$ cat config.mk
export PLATFORM = sky130hd
export DESIGN_NAME = sci_div_step
export DESIGN_NICKNAME = d
export VERILOG_FILES = /design/src/design/sci_div_step.sv
export SDC_FILE = /design/constraint.sdc
export NUM_CORES = 1
export LEC_CHECK = 0
export BUFFER_PORTS_ARGS = -buffer_cell sky130_fd_sc_hd__buf_2
export CORE_MARGIN = 2
export CORE_UTILIZATION = 34
export DETAILED_ROUTE_END_ITERATION = 16
export PLACE_DENSITY = 0.7
export SLEW_MARGIN = 20
export SYNTH_ARGS = -nofsm -noshare
export SYNTH_HDL_FRONTEND = slang
export SYNTH_SLANG_ARGS = --single-unit
$ cat constraint.sdc
create_clock -name i_clk -period 4.73 [get_ports i_clk]
set_input_delay 0 -clock i_clk [delete_from_list [all_inputs] [get_ports i_clk]]
set_output_delay 0 -clock i_clk [all_outputs]
set_load 0.005 [all_outputs]
$ cat src/design/sci_div_step.sv
// ----------------------------------------------------------------------------
// Spot cone intensity divide step
// One registered quotient bit of a restoring division.
// ----------------------------------------------------------------------------
`default_nettype none

module sci_div_step #(
    parameter int DW = 31,
    parameter int NW = 20,
    parameter int QW = 20
) (
    input  wire logic          i_clk,
    input  wire logic          i_en,
    input  wire logic [DW-1:0] i_rem,
    input  wire logic [NW-1:0] i_num,
    input  wire logic [DW-1:0] i_d,
    input  wire logic [QW-1:0] i_q,
    output logic [DW-1:0]      o_rem,
    output logic [NW-1:0]      o_num,
    output logic [DW-1:0]      o_d,
    output logic [QW-1:0]      o_q
);
    logic [DW:0]   w_t;
    logic [DW:0]   w_diff;
    logic          w_ge;

    always_comb begin
        w_t    = {i_rem, i_num[NW-1]};
        w_ge   = (w_t >= {1'b0, i_d});
        w_diff = w_t - {1'b0, i_d};
    end

    always_ff @(posedge i_clk) begin
        if (i_en) begin
            o_rem <= w_ge ? w_diff[DW-1:0] : w_t[DW-1:0];
            o_num <= i_num << 1;
            o_d   <= i_d;
            o_q   <= {i_q[QW-2:0], w_ge};
        end
    end

endmodule

`default_nettype wire

==> impl_metrics.yaml <==
finish:
  layout.nets: 862
  drive_gt1_share_pct: 33.0
  final_cell_area_um2: 7550
  area_growth_pct: 47.3
  layout.cells.non_filler: 916
placed_design:
  dp_hpwl_um: 9790
  placed_area_um2: 6330
  gp_congestion: 0.862
  io_buffers: 203
  dp.cells: 806
critical_path:
  path_cells: "dlygate4sd3_1, buf_2, inv_1, ha_1, fa_1, nor2b_1, o31a_1, o21bai_4, a21oi_4, a21o_2, o21ai_4, inv_2, and4_1, nor3_2"
  crit_required_ns: 4.83
  worstPathMaxFanout: 31
  worst-endpoint-arrival_ns: 3.20
  critPathKind: "primary input to flip-flop"
  end_kind: "flip-flop"
  cp_slowest_cell: "dlygate4sd3_1"
  worst_setup_path_start_kind: "primary input"
  crit_path_max_incr_delay_ns: 0.53
worst_hold_path:
  hold_path.class: "primary input to flip-flop"
  hp-start: "i_rem[21]"
  hold_path_end: "o_rem[22]"
  whs_path_depth: 3
drt:
  wirelength_um: 14000
  antenna_left: 0
  wire_per_inst_um: 15.3
  via_per_inst: 4.86
  drt-initial-drc-count: 272
  vias: 4448
  drc_errors: 0
  first_pass_iters: 4
floorplan:
  die_area_um2: 16100
  core_um2: 14600
  num_rows: 44
  die_w_um: 127
  initial_utilization_pct: 35.0
  die_h_um: 127
  boundaryPins: 206
clock_tree:
  cts_max_level: 3
  cts_buffers: 9
  post_cts_buffers: 0
  cts_root_buf: "clkbuf_16"
  clock-sinks: 101
  clk_path_buf_depth: 2
  ctsHoldBuffers: 93
  clk_pin_slew_worst_paths_ns: 0.07
  cts-resized-gates: 0
  cts_tree: "yes"
logic_synthesis:
  synth_nets: 562
  synth_top_cell_by_area: "edfxtp_1"
  synth_flop_cell: "edfxtp_1"
  synth_most_common_cell: "edfxtp_1"
  synth_edf_count: 101
  synth_top_area_share_pct: 59.2
  synth.area.top_cells: "edfxtp_1, ha_1, a21oi_1, inv_1, nor2_1"
  syn_area_um2: 5120
  ys_seq_area_share_pct: 59.2
  yosysWarnings: 0
  synth_async_sr_flop_share_pct: 0
  ys_ff_latch: 101
  synth_cell_types: 57
  syn_avg_cell_area_um2: 12.0
  syn_inst: 426
  synth_common_cells: "edfxtp_1, inv_1, nor2_1"
timing:
  maxSlewViolCount: 0
  fin_tns_setup_ns: 0
  fmax_mhz: 323
  relSlewSlack_pct: 47.5
  rsz0062_at_grt: "false"
  setup_viol: 0
  worst_pin_slew_ns: 0.787
  min_period_ns: 3.09
  fin_crit_sh_pct: 65.4
  hold_violations: 0
pwr:
  irDropWorstVdd_uv: 169
  p_per_area_nw_per_um2: 322
  p_leak_nw: 3.31
global_route:
  grt_usage_pct: 17.2
  antenna_found_initial: 0
  grt_pass1_vias: 4498
  grt_pass1_wl_um: 21700
  grt_overflow: 0
  grt_max_degree: 59
job:
  maxCapViolations: 0
run_status:
  status: "completed"
metal layers:
layer | routed length, um | part of all wire (%) | vias up | global-route usage [%]
li1 | - | - | 2172 | -
met1 | 5720 | 41 | 2051 | 20.4
met2 | 6910 | 49 | 193 | 29.9
met3 | 1010 | 7.2 | 32 | 3.50
met4 | 392 | 2.8 | 0 | 8.40
met5 | 0 | 0 | - | 0
critical path: cells and delay by family:
kind / cells / cell delay (ns)
fa+ha+maj: 2 / 0.63
compound gates: 5 / 0.83
simple gates: 3 / 0.55
buf+inv: 4 / 1.17
cells in the final DEF (no fill, tap or decap), types with 3 or more instances in the layout:
master         count
clkbuf_16          9
nor2_1            36
and3_1             3
o21ai_0           22
buf_4              3
inv_1             40
a21oi_2            9
o21ai_1            5
ha_1              31
dlygate4sd3_1     93
nand3_1            5
a31oi_1            3
nand2_1           34
a21oi_1           32
nand4_1            5
o21a_1             5
o31ai_1            5
o21bai_1           3
edfxtp_1         101
a211oi_1           4
xor2_1            14
nor3_1             5
buf_2            202
a21o_1             8
xnor2_1            9
power breakdown:
group | switching [mW] | total [mW] | internal, mW
Clock | 0.349 | 0.716 | 0.368
Combinational | 0.314 | 0.586 | 0.272
Sequential | 0.0228 | 1.13 | 1.11
Total | 0.686 | 2.43 | 1.74
per-stage QoR:
| stage | setup WS (ns) | power, mW | hold WS [ns] | utilization [%] |
|---|---|---|---|---|
| 2_1_floorplan | 2.46 | 1.45 | 0.0989 | - |
| 3_3_place_gp | 1.83 | 1.66 | 0.177 | 43.2 |
| 3_5_place_dp | 1.82 | 1.67 | 0.178 | 43.2 |
| 4_1_cts | 1.63 | 2.46 | 0.00260 | 51.5 |
| 5_1_grt | 1.43 | 2.56 | 0.00943 | 51.5 |
| 6_report | 1.64 | 2.43 | 0.0144 | 51.5 |
registers in the layout, indices dropped and copies added (netlist names):
name	flops
o_num	19
o_q	20
o_d	31
o_rem	31
layout make-up:
type / count / area, um^2
antenna: 1 / 2.50
clock buffer: 10 / 229
clock inverter: 6 / 55.1
fill: 1258 / 7100
inverter: 41 / 154
multi-input combinational: 275 / 1880
sequential: 101 / 3030
tap: 184 / 230
timing repair buffer: 298 / 1960
worst max path at each step:
stage	start	to	slack [ns]	depth (start not counted)
2_1_floorplan	i_num[19]	o_rem[22]	2.46	11
3_3_place_gp	i_num[19]	o_rem[22]	1.83	13
3_5_place_dp	i_num[19]	o_rem[22]	1.82	13
4_1_cts	i_num[19]	o_rem[22]	1.63	14
5_1_grt	i_num[19]	o_rem[22]	1.43	14
6_report	i_num[19]	o_rem[22]	1.64	14
cell families after synthesis:
group           count (synthesis)  share of synthesized area, %
xor+xnor                       23                          3.93
fa+ha+maj                      32                          7.96
compound gates                115                          15.2
buf+inv                        50                          4.15
flops                         101                          59.2
simple gates                  104                          9.45
other cells                     1                        0.0732
(Power assumes the default switching activity.)
